--- src/rtl/core/segment_window_median_tracker_macros.svh ---
// Assertion macros for the segment window median tracker.
// Each macro expects clk_i and rst_ni in the scope where it is used.
`ifndef SEGMENT_WINDOW_MEDIAN_TRACKER_MACROS_SVH
`define SEGMENT_WINDOW_MEDIAN_TRACKER_MACROS_SVH

`ifndef ASSERT_OFF

`define SWMT_ASSERT_IMP(lbl, ante, cons) \
  lbl: assert property (@(posedge clk_i) disable iff (!rst_ni) (ante) |-> (cons)) \
    else $error("same-cycle check failed");

`define SWMT_ASSERT_NEXT(lbl, ante, cons) \
  lbl: assert property (@(posedge clk_i) disable iff (!rst_ni) (ante) |=> (cons)) \
    else $error("next-cycle check failed");

`else

`define SWMT_ASSERT_IMP(lbl, ante, cons)

`define SWMT_ASSERT_NEXT(lbl, ante, cons)

`endif

`endif

--- src/rtl/core/swmt_pkg.sv ---
`default_nettype none

package swmt_pkg;

  localparam int unsigned DEPTH       = 16;
  localparam int unsigned PTR_W       = $clog2(DEPTH);
  localparam int unsigned CNT_W       = $clog2(DEPTH + 1);
  localparam int unsigned SEQ_W       = 32;
  localparam int unsigned DUR_W       = 16;
  localparam int unsigned WIN_W       = 5;
  localparam int unsigned IN_TDATA_W  = 48;
  localparam int unsigned OUT_FIELD_W = SEQ_W + SEQ_W + WIN_W + DUR_W;
  localparam int unsigned OUT_TDATA_W = ((OUT_FIELD_W + 7) / 8) * 8;

  localparam logic [WIN_W-1:0] WIN_RESET  = 5'd16;
  localparam logic [DUR_W-1:0] HINT_FLOOR = 16'd100;

  typedef struct packed {
    logic accept;
    logic scan;
    logic update;
    logic win_rd;
    logic win_cap;
    logic sel;
    logic out_load;
  } swmt_cmd_t;

  typedef struct packed {
    logic scan_done;
    logic sel_done;
    logic out_free;
  } swmt_status_t;

endpackage

`default_nettype wire

--- src/rtl/core/swmt_datapath.sv ---
`default_nettype none
`include "segment_window_median_tracker_macros.svh"

module swmt_datapath (
  input  logic                                 clk_i,
  input  logic                                 rst_ni,
  input  logic                                 cfg_we_i,
  input  logic [swmt_pkg::WIN_W-1:0]           cfg_wdata_i,
  input  logic [swmt_pkg::IN_TDATA_W-1:0]      in_tdata_i,
  input  swmt_pkg::swmt_cmd_t                  cmd_i,
  output swmt_pkg::swmt_status_t               status_o,
  output logic                                 m_valid_o,
  input  logic                                 m_ready_i,
  output logic [swmt_pkg::OUT_TDATA_W-1:0]     m_data_o,
  output logic                                 m_user_o
);

  localparam int unsigned DEPTH = swmt_pkg::DEPTH;
  localparam int unsigned PTR_W = swmt_pkg::PTR_W;
  localparam int unsigned CNT_W = swmt_pkg::CNT_W;
  localparam int unsigned SEQ_W = swmt_pkg::SEQ_W;
  localparam int unsigned DUR_W = swmt_pkg::DUR_W;
  localparam int unsigned WIN_W = swmt_pkg::WIN_W;
  localparam int unsigned PAD_W = swmt_pkg::OUT_TDATA_W - swmt_pkg::OUT_FIELD_W;

  logic [WIN_W-1:0] win_q;
  logic [SEQ_W-1:0] in_seq_q;
  logic [DUR_W-1:0] in_dur_q;
  logic [PTR_W-1:0] ptr_q, ptr_d;
  logic [CNT_W-1:0] cnt_q, cnt_d;
  logic [SEQ_W-1:0] latest_q;
  logic [SEQ_W-1:0] wstart_q;

  logic [SEQ_W-1:0] seq_mem [DEPTH];
  logic [SEQ_W-1:0] rd_data_q;
  logic [DUR_W-1:0] dur_q [DEPTH];

  logic [CNT_W-1:0] idx_q;
  logic             cmp_vld_q;
  logic [PTR_W-1:0] cmp_slot_q;
  logic             hit_q;
  logic [PTR_W-1:0] hit_slot_q;

  logic [DUR_W-1:0] lane_q [DEPTH];
  logic [DEPTH-1:0] elig_q;
  logic [CNT_W-1:0] k_q;
  logic [DUR_W-1:0] hint_q;
  logic [PTR_W-1:0] sel_cnt_q;

  logic                         m_valid_q;
  logic [swmt_pkg::OUT_TDATA_W-1:0] out_data_q;
  logic                         out_user_q;

  // scan
  logic             issue;
  logic [PTR_W-1:0] scan_addr;
  logic [PTR_W-1:0] rd_addr;
  logic             rd_en;
  logic             eq;

  assign issue     = cmd_i.scan && (idx_q < cnt_q);
  assign scan_addr = ptr_q + idx_q[PTR_W-1:0];
  assign rd_addr   = cmd_i.win_rd ? ptr_q : scan_addr;
  assign rd_en     = issue || cmd_i.win_rd;
  assign eq        = cmp_vld_q && (rd_data_q == in_seq_q);

  // append and trim
  logic [CNT_W-1:0] eff;
  logic             full;
  logic [PTR_W-1:0] p0;
  logic [CNT_W-1:0] hc0, hc1, drop;
  logic [PTR_W-1:0] wslot;

  always_comb begin
    eff   = (32'(win_q) > DEPTH) ? CNT_W'(DEPTH) : CNT_W'(win_q);
    full  = (cnt_q >= CNT_W'(DEPTH));
    p0    = full ? ptr_q + PTR_W'(1) : ptr_q;
    hc0   = full ? cnt_q - CNT_W'(1) : cnt_q;
    wslot = p0 + hc0[PTR_W-1:0];
    hc1   = hc0 + CNT_W'(1);
    drop  = (hc1 > eff) ? hc1 - eff : '0;
    ptr_d = p0 + drop[PTR_W-1:0];
    cnt_d = (hc1 > eff) ? eff : hc1;
  end

  // lane load and rank test
  logic [DEPTH-1:0] elig_load;
  logic [DEPTH-1:0] lt, le;
  logic [CNT_W-1:0] n_less, n_leq;
  logic [PTR_W-1:0] off;

  always_comb begin
    elig_load = '0;
    lt        = '0;
    le        = '0;
    off       = '0;
    for (int i = 0; i < DEPTH; i++) begin
      off          = PTR_W'(i) - ptr_q;
      elig_load[i] = (CNT_W'(off) < cnt_q) && (dur_q[i] > swmt_pkg::HINT_FLOOR);
      lt[i]        = elig_q[i] && (lane_q[i] < lane_q[0]);
      le[i]        = elig_q[i] && (lane_q[i] <= lane_q[0]);
    end
    n_less = CNT_W'($countones(lt));
    n_leq  = CNT_W'($countones(le));
  end

  always_comb begin
    status_o.scan_done = eq || (!cmp_vld_q && (idx_q >= cnt_q));
    status_o.sel_done  = (sel_cnt_q == PTR_W'(DEPTH - 1));
    status_o.out_free  = !m_valid_q || m_ready_i;
  end

  // control state
  always_ff @(posedge clk_i or negedge rst_ni) begin
    if (!rst_ni) begin
      win_q     <= swmt_pkg::WIN_RESET;
      ptr_q     <= '0;
      cnt_q     <= '0;
      latest_q  <= '0;
      wstart_q  <= '0;
      idx_q     <= '0;
      cmp_vld_q <= 1'b0;
      hit_q     <= 1'b0;
      sel_cnt_q <= '0;
      m_valid_q <= 1'b0;
    end else begin
      if (cfg_we_i) begin
        win_q <= cfg_wdata_i;
      end
      if (cmd_i.accept) begin
        idx_q     <= '0;
        cmp_vld_q <= 1'b0;
        hit_q     <= 1'b0;
      end else if (cmd_i.scan) begin
        idx_q     <= issue ? idx_q + CNT_W'(1) : idx_q;
        cmp_vld_q <= issue;
        if (eq) begin
          hit_q <= 1'b1;
        end
      end
      if (cmd_i.update) begin
        if (in_seq_q > latest_q) begin
          latest_q <= in_seq_q;
        end
        if (!hit_q) begin
          ptr_q <= ptr_d;
          cnt_q <= cnt_d;
        end
      end
      if (cmd_i.win_cap) begin
        wstart_q  <= (cnt_q == '0) ? '0 : rd_data_q;
        sel_cnt_q <= '0;
      end else if (cmd_i.sel) begin
        sel_cnt_q <= sel_cnt_q + PTR_W'(1);
      end
      if (cmd_i.out_load) begin
        m_valid_q <= 1'b1;
      end else if (m_ready_i) begin
        m_valid_q <= 1'b0;
      end
    end
  end

  // payload
  always_ff @(posedge clk_i) begin
    if (cmd_i.accept) begin
      in_seq_q <= in_tdata_i[SEQ_W-1:0];
      in_dur_q <= in_tdata_i[SEQ_W+DUR_W-1:SEQ_W];
    end
    if (cmd_i.scan) begin
      cmp_slot_q <= scan_addr;
      if (eq) begin
        hit_slot_q <= cmp_slot_q;
      end
    end
    if (cmd_i.update) begin
      if (hit_q) begin
        dur_q[hit_slot_q] <= in_dur_q;
      end else begin
        dur_q[wslot] <= in_dur_q;
      end
    end
    if (cmd_i.win_cap) begin
      for (int i = 0; i < DEPTH; i++) begin
        lane_q[i] <= dur_q[i];
      end
      elig_q <= elig_load;
      k_q    <= CNT_W'($countones(elig_load) >> 1);
      hint_q <= '0;
    end else if (cmd_i.sel) begin
      for (int i = 0; i < DEPTH; i++) begin
        lane_q[i] <= lane_q[(i + 1) % DEPTH];
      end
      elig_q <= {elig_q[0], elig_q[DEPTH-1:1]};
      if (elig_q[0] && (n_less <= k_q) && (k_q < n_leq)) begin
        hint_q <= lane_q[0];
      end
    end
    if (cmd_i.out_load) begin
      out_data_q <= {{PAD_W{1'b0}}, hint_q, WIN_W'(cnt_q), wstart_q, latest_q};
      out_user_q <= hit_q;
    end
  end

  // sequence number store
  always_ff @(posedge clk_i) begin
    if (cmd_i.update && !hit_q) begin
      seq_mem[wslot] <= in_seq_q;
    end
    if (rd_en) begin
      rd_data_q <= seq_mem[rd_addr];
    end
  end

  assign m_valid_o = m_valid_q;
  assign m_data_o  = out_data_q;
  assign m_user_o  = out_user_q;

  `SWMT_ASSERT_IMP(a_cnt_bound, 1'b1, cnt_q <= CNT_W'(DEPTH))
  `SWMT_ASSERT_NEXT(a_append_trim, cmd_i.update && !hit_q, cnt_q <= $past(eff))
  `SWMT_ASSERT_NEXT(a_refresh_keeps, cmd_i.update && hit_q,
                    (cnt_q == $past(cnt_q)) && (ptr_q == $past(ptr_q)))
  `SWMT_ASSERT_NEXT(a_load_shows, cmd_i.out_load, m_valid_q)

endmodule

`default_nettype wire

--- src/rtl/core/swmt_ctrl.sv ---
`default_nettype none

module swmt_ctrl (
  input  logic                   clk_i,
  input  logic                   rst_ni,
  input  logic                   in_valid_i,
  output logic                   in_ready_o,
  input  swmt_pkg::swmt_status_t status_i,
  output swmt_pkg::swmt_cmd_t    cmd_o
);

  localparam logic [2:0] StIdle  = 3'd0;
  localparam logic [2:0] StScan  = 3'd1;
  localparam logic [2:0] StUpd   = 3'd2;
  localparam logic [2:0] StWinRd = 3'd3;
  localparam logic [2:0] StWinCp = 3'd4;
  localparam logic [2:0] StSel   = 3'd5;
  localparam logic [2:0] StOut   = 3'd6;

  logic [2:0] state_q, state_d;

  assign in_ready_o = (state_q == StIdle);

  always_comb begin
    state_d        = state_q;
    cmd_o          = '0;
    cmd_o.accept   = in_valid_i && in_ready_o;
    cmd_o.scan     = (state_q == StScan);
    cmd_o.update   = (state_q == StUpd);
    cmd_o.win_rd   = (state_q == StWinRd);
    cmd_o.win_cap  = (state_q == StWinCp);
    cmd_o.sel      = (state_q == StSel);
    cmd_o.out_load = (state_q == StOut) && status_i.out_free;
    unique case (state_q)
      StIdle:  if (in_valid_i) state_d = StScan;
      StScan:  if (status_i.scan_done) state_d = StUpd;
      StUpd:   state_d = StWinRd;
      StWinRd: state_d = StWinCp;
      StWinCp: state_d = StSel;
      StSel:   if (status_i.sel_done) state_d = StOut;
      StOut:   if (status_i.out_free) state_d = StIdle;
      default: state_d = StIdle;
    endcase
  end

  always_ff @(posedge clk_i or negedge rst_ni) begin
    if (!rst_ni) begin
      state_q <= StIdle;
    end else begin
      state_q <= state_d;
    end
  end

endmodule

`default_nettype wire

--- src/rtl/core/segment_window_median_tracker.sv ---
`default_nettype none

// Rolling window of up to sixteen media segments. Each input transfer carries a
// sequence number and a duration; a held sequence number refreshes its duration,
// a new one is appended and the window trimmed to window_size. Each item gives
// one output transfer with the latest sequence number, window start, entry count,
// the upper median of durations above 100 ms and a refresh flag in tuser. For each
// item the held entries are scanned one per cycle through the sequence-number
// memory port, then sixteen rank-selection steps run over a rotating copy of the
// durations. The next item is accepted while a result still waits on the output
// side.
module segment_window_median_tracker (
  input  logic                                 clk_i,
  input  logic                                 rst_ni,
  input  logic                                 cfg_we_i,
  input  logic [swmt_pkg::WIN_W-1:0]           cfg_wdata_i,
  input  logic                                 s_axis_tvalid_i,
  output logic                                 s_axis_tready_o,
  // [31:0] segment_seq, [47:32] duration_ms
  input  logic [swmt_pkg::IN_TDATA_W-1:0]      s_axis_tdata_i,
  output logic                                 m_axis_tvalid_o,
  input  logic                                 m_axis_tready_i,
  // [31:0] latest_seq_out, [63:32] window_start_out, [68:64] entry_count,
  // [84:69] duration_hint_ms, rest zero
  output logic [swmt_pkg::OUT_TDATA_W-1:0]     m_axis_tdata_o,
  // [0] was_refresh
  output logic                                 m_axis_tuser_o
);

  swmt_pkg::swmt_cmd_t    cmd;
  swmt_pkg::swmt_status_t status;

  swmt_ctrl u_ctrl (
    .clk_i      (clk_i),
    .rst_ni     (rst_ni),
    .in_valid_i (s_axis_tvalid_i),
    .in_ready_o (s_axis_tready_o),
    .status_i   (status),
    .cmd_o      (cmd)
  );

  swmt_datapath u_datapath (
    .clk_i       (clk_i),
    .rst_ni      (rst_ni),
    .cfg_we_i    (cfg_we_i),
    .cfg_wdata_i (cfg_wdata_i),
    .in_tdata_i  (s_axis_tdata_i),
    .cmd_i       (cmd),
    .status_o    (status),
    .m_valid_o   (m_axis_tvalid_o),
    .m_ready_i   (m_axis_tready_i),
    .m_data_o    (m_axis_tdata_o),
    .m_user_o    (m_axis_tuser_o)
  );

endmodule

`default_nettype wire

--- config.mk ---
export PLATFORM = sky130hd
export DESIGN_NAME = segment_window_median_tracker
export DESIGN_NICKNAME = d
export VERILOG_FILES = /design/src/rtl/core/swmt_pkg.sv /design/src/rtl/core/swmt_datapath.sv /design/src/rtl/core/swmt_ctrl.sv /design/src/rtl/core/segment_window_median_tracker.sv
export VERILOG_INCLUDE_DIRS = /design/src /design/src/rtl/core
export SDC_FILE = /design/constraint.sdc
export NUM_CORES = 2
export LEC_CHECK = 0
export ABC_AREA = 1
export BUFFER_PORTS_ARGS = -buffer_cell sky130_fd_sc_hd__buf_4
export CORE_UTILIZATION = 57
export DETAILED_ROUTE_END_ITERATION = 6
export PLACE_DENSITY = 0.77
export REMOVE_ABC_BUFFERS = 1
export SLEW_MARGIN = 10
export SYNTH_ARGS = -nofsm -noshare
export SYNTH_HDL_FRONTEND = slang
export SYNTH_SLANG_ARGS = --single-unit
--- constraint.sdc ---
create_clock -name clk_i -period 6.2 [get_ports clk_i]
set_input_delay 0.62 -clock clk_i [delete_from_list [all_inputs] [get_ports clk_i]]
set_output_delay 0.62 -clock clk_i [all_outputs]
set_load 0.01 [all_outputs]
==> out/results.md <==
* status: finished with violations
* violated checks: design-rule violations
* instance count along the most critical hold path: 1
* worst min-delay path endpoint: u_datapath.in_dur_q[8]
* biggest area contributors in the synthesized netlist: edfxtp_1 (60%), ha_1 (7.8%), nand2_1 (7.3%)
* RR Startpoint: u_datapath.lane_q[0][3]
* slack of the worst reg-to-reg path: 0.12 ns
* horizontal die dimension: 328 um
* Die Outline Area: 107000 sq um
* Total Routing Usage GR: 0.311
* leading cell types by count after synthesis: edfxtp_1 (1218), nand2_1 (1177), inv_1 (489), o21ai_0 (454), nor2_1 (420)
* transition time at the pin with the least slew margin: 1.32 ns
* leftover overflow at the end of global routing: 0
* largest area contributor in the netlist: edfxtp_1
* GPL Wtd Cong: 0.944
* vias post-DR: 42600
* Critical Path RT: 6.84 ns
* total DRC errors in the routed layout: 1
* fin. max-slew vios: 0
* arrival time of the worst setup path: 6.72 ns
* Worst Setup Path Type: reg2reg
* number of max-cap violations: 0
* post-synthesis instance area: 60500 sq um
* clock network latency to the later pin of the worst-skew pair: 0.78 ns
* CTS clk-pin slew, worst paths: 0.07 ns
* most common cell in the synthesized netlist: edfxtp_1
* slowest CP cell: fa_1
* fraction of layout instances using a drive strength above 1: 0.114
* Post-Syn Instances: 5350
* clock tree from TritonCTS: done
* final worst setup slack: 0.121 ns
* main combinational cell family by area after synthesis: simple AND/OR/NAND/NOR gates
* Reg2Reg Depth: 30
* Worst R2R End: u_datapath.hint_q[10]
* antenna violation net count after detailed routing: 0
* category of the worst setup path capture point: flop
* H-tree Lvls: 4
* top_reg_cell synth: edfxtp_1
* Placed Area: 63900 sq um
* fraction of the mapped netlist area in simple logic gates: 0.139
* maximum frequency from static timing analysis: 165 MHz
* maximum clock insertion buffer count: 3
* Detailed Route Iter0 Violations: 5339
* top-level I/O count: 149
* pre-CTS worst setup slack: 0.0464 ns
* Hold Startpoint: s_axis_tdata_i[40]
* Final Hold Viols: 0
* maximum number of pins on one net before global-route repair: 257
* TritonCTS buffer count: 137
* number of fill cells in the layout: 7437
* share of synthesized registers carrying an async set or reset: 0.0701
* worst stage delay on the critical path: 0.49 ns
* number of enable flip-flop cells after synthesis: 1218
* CP Launch Type: flop
* clock sink count: 1327
* Top cell by count, worst path: ha_1
* final layout net count: 6100
* library cell used as clock root buffer: clkbuf_16
* class of the tightest hold or removal check: in2reg
* final setup violation count: 0
* y dimension of the die: 328 um
* Layout Area Growth over Synthesis: 14.9%
* number of antenna violations at the first check in global routing: 4
* aggregate routed wire length: 169 mm
* count of cell types in the netlist: 53
* placeable core region: 105000 sq um
* Max FO, Critical Path: 16
* number of port buffers: 145
* flip-flop and latch count after synthesis: 1327
* Worst Skew: 0.0416 ns
* share of synthesized cell area in full adder, half adder and majority cells: 0.0898
* multiplexer share of the synthesized area: 0.000165
* core utilization of the finished layout: 0.660
* final critical delay including setup and external delays: 6.08 ns
* final instance count without filler cells: 7131
* sequential share of the synthesized area: 0.648
* number of cells in the design after placement: 6819
* wire length of the first global-routing pass: 249 mm
* fraction of post-synthesis cell area in the top cell type by area: 0.604
* total of warnings raised by yosys: 0
* vias in the first global route: 41200
* average instance area after synthesis: 11.3 sq um
* area fraction in compound gates after synthesis: 0.0735
* detail-routed net length per standard cell: 23.7 um
* total iterations of the first detailed-routing run: 7
* relative slew slack: 0.121
* xor and xnor area share after synthesis: 0.00420
* starting density of the core: 0.575
* final cycle utilization of the critical path: 0.980
* routed via count divided by cell count: 5.97
* final instance area: 69500 sq um
* row count: 119
* DP HPWL: 106 mm
how the worst max path moves through the flow:
stage / start / endpoint / slack (ns) / cells past startpoint
finish: u_datapath.lane_q[0][3] / u_datapath.hint_q[10] / 0.12 / 30
detailed placement: u_datapath.lane_q[0][0] / u_datapath.hint_q[4] / 0.05 / 28
CTS: u_datapath.lane_q[0][15] / u_datapath.hint_q[4] / 0.01 / 30
global placement: u_datapath.lane_q[0][15] / u_datapath.hint_q[0] / 0.14 / 27
global route: u_datapath.lane_q[0][3] / u_datapath.hint_q[2] / -0.09 / 30
floorplan: u_ctrl.state_q[1] / u_datapath.elig_q[11] / -3.65 / 6
logic make-up after synthesis:
family / after synthesis
adders and majority gates: 413
xor gates and xnor gates: 29
and+or+nand+nor: 2059
AOI/OAI and AO/OA: 825
muxes: 1
DFF: 1327
buffers and inverters: 695
other: 1
sequential cells by signal, indices dropped and copies added, names as in the netlist, 5 cells and up:
register / flops
u_datapath.seq_mem: 512
u_datapath.dur_q: 256
u_datapath.lane_q: 256
u_datapath.m_data_o: 85
u_datapath.in_seq_q: 32
u_datapath.latest_q: 32
u_datapath.rd_data_q: 32
u_datapath.wstart_q: 32
u_datapath.elig_q: 16
u_datapath.hint_q: 16
u_datapath.in_dur_q: 16
u_datapath.cnt_q: 5
u_datapath.idx_q: 5
u_datapath.win_q: 5
worst max-delay path: cells and delay by family (launching register included):
kind / cells / cell delay [ns]
fa+ha+maj: 9 / 3.09
compound gates: 6 / 0.89
buf+inv: 8 / 0.87
simple gates: 6 / 0.51
flops: 1 / 0.38
xor+xnor: 1 / 0.18
cell type report:
class,instances,area [sq um],share of cell area
Inverter,496,1880,0.0271
Antenna cell,1,2.50,0.0000360
Sequential cell,1327,39200,0.564
Clock inverter,71,881,0.0127
Timing Repair Buffer,337,2920,0.0420
Multi-Input combinational cell,3330,19200,0.276
Clock buffer,178,3690,0.0531
Tap cell,1391,1740,0.0250
layer usage:
| metal | track usage | share of wire | vias to the layer above | wire [um] |
|---|---|---|---|---|
| li1 | - | - | 19100 | - |
| met4 | 0.164 | 0.055 | 0 | 9340 |
| met1 | 0.393 | 0.37 | 20500 | 61700 |
| met3 | 0.0509 | 0.091 | 489 | 15300 |
| met2 | 0.517 | 0.49 | 2445 | 82600 |
| met5 | 0 | 0 | - | 0 |
layout by cell type (no fill, tap or decap), drive strengths merged, types with 36 or more instances in the layout:
cell	instances
nor2	423
nand2	1178
buf	300
o21ai	535
nand3	347
nor3	44
dfrtp	92
clkbuf	181
edfxtp	1218
fa	36
a21oi	170
inv	494
ha	377
clkinv	59
timing repair:
item                                    CTS  global route
resized for setup                         1           135
endpoints found under the setup margin    7            18
hold buffers                             34             0
pin swaps                                 0            39
cloned                                    0             5
setup buffers                             0            23
hold endpoints to repair                 65             0
per-stage QoR:
step	setup TNS, ns	hold slack, ns
after floorplan	-575.70	0.324
after global placement	0	0.401
after detailed placement	0	0.405
after CTS	0	0.0000184
after global routing	-1.15	0.0154
final	0	0.0242
Power is left out: the tool's default activity adds up to more than one toggle a clock period on the data nets, which glitch-free logic cannot reach.
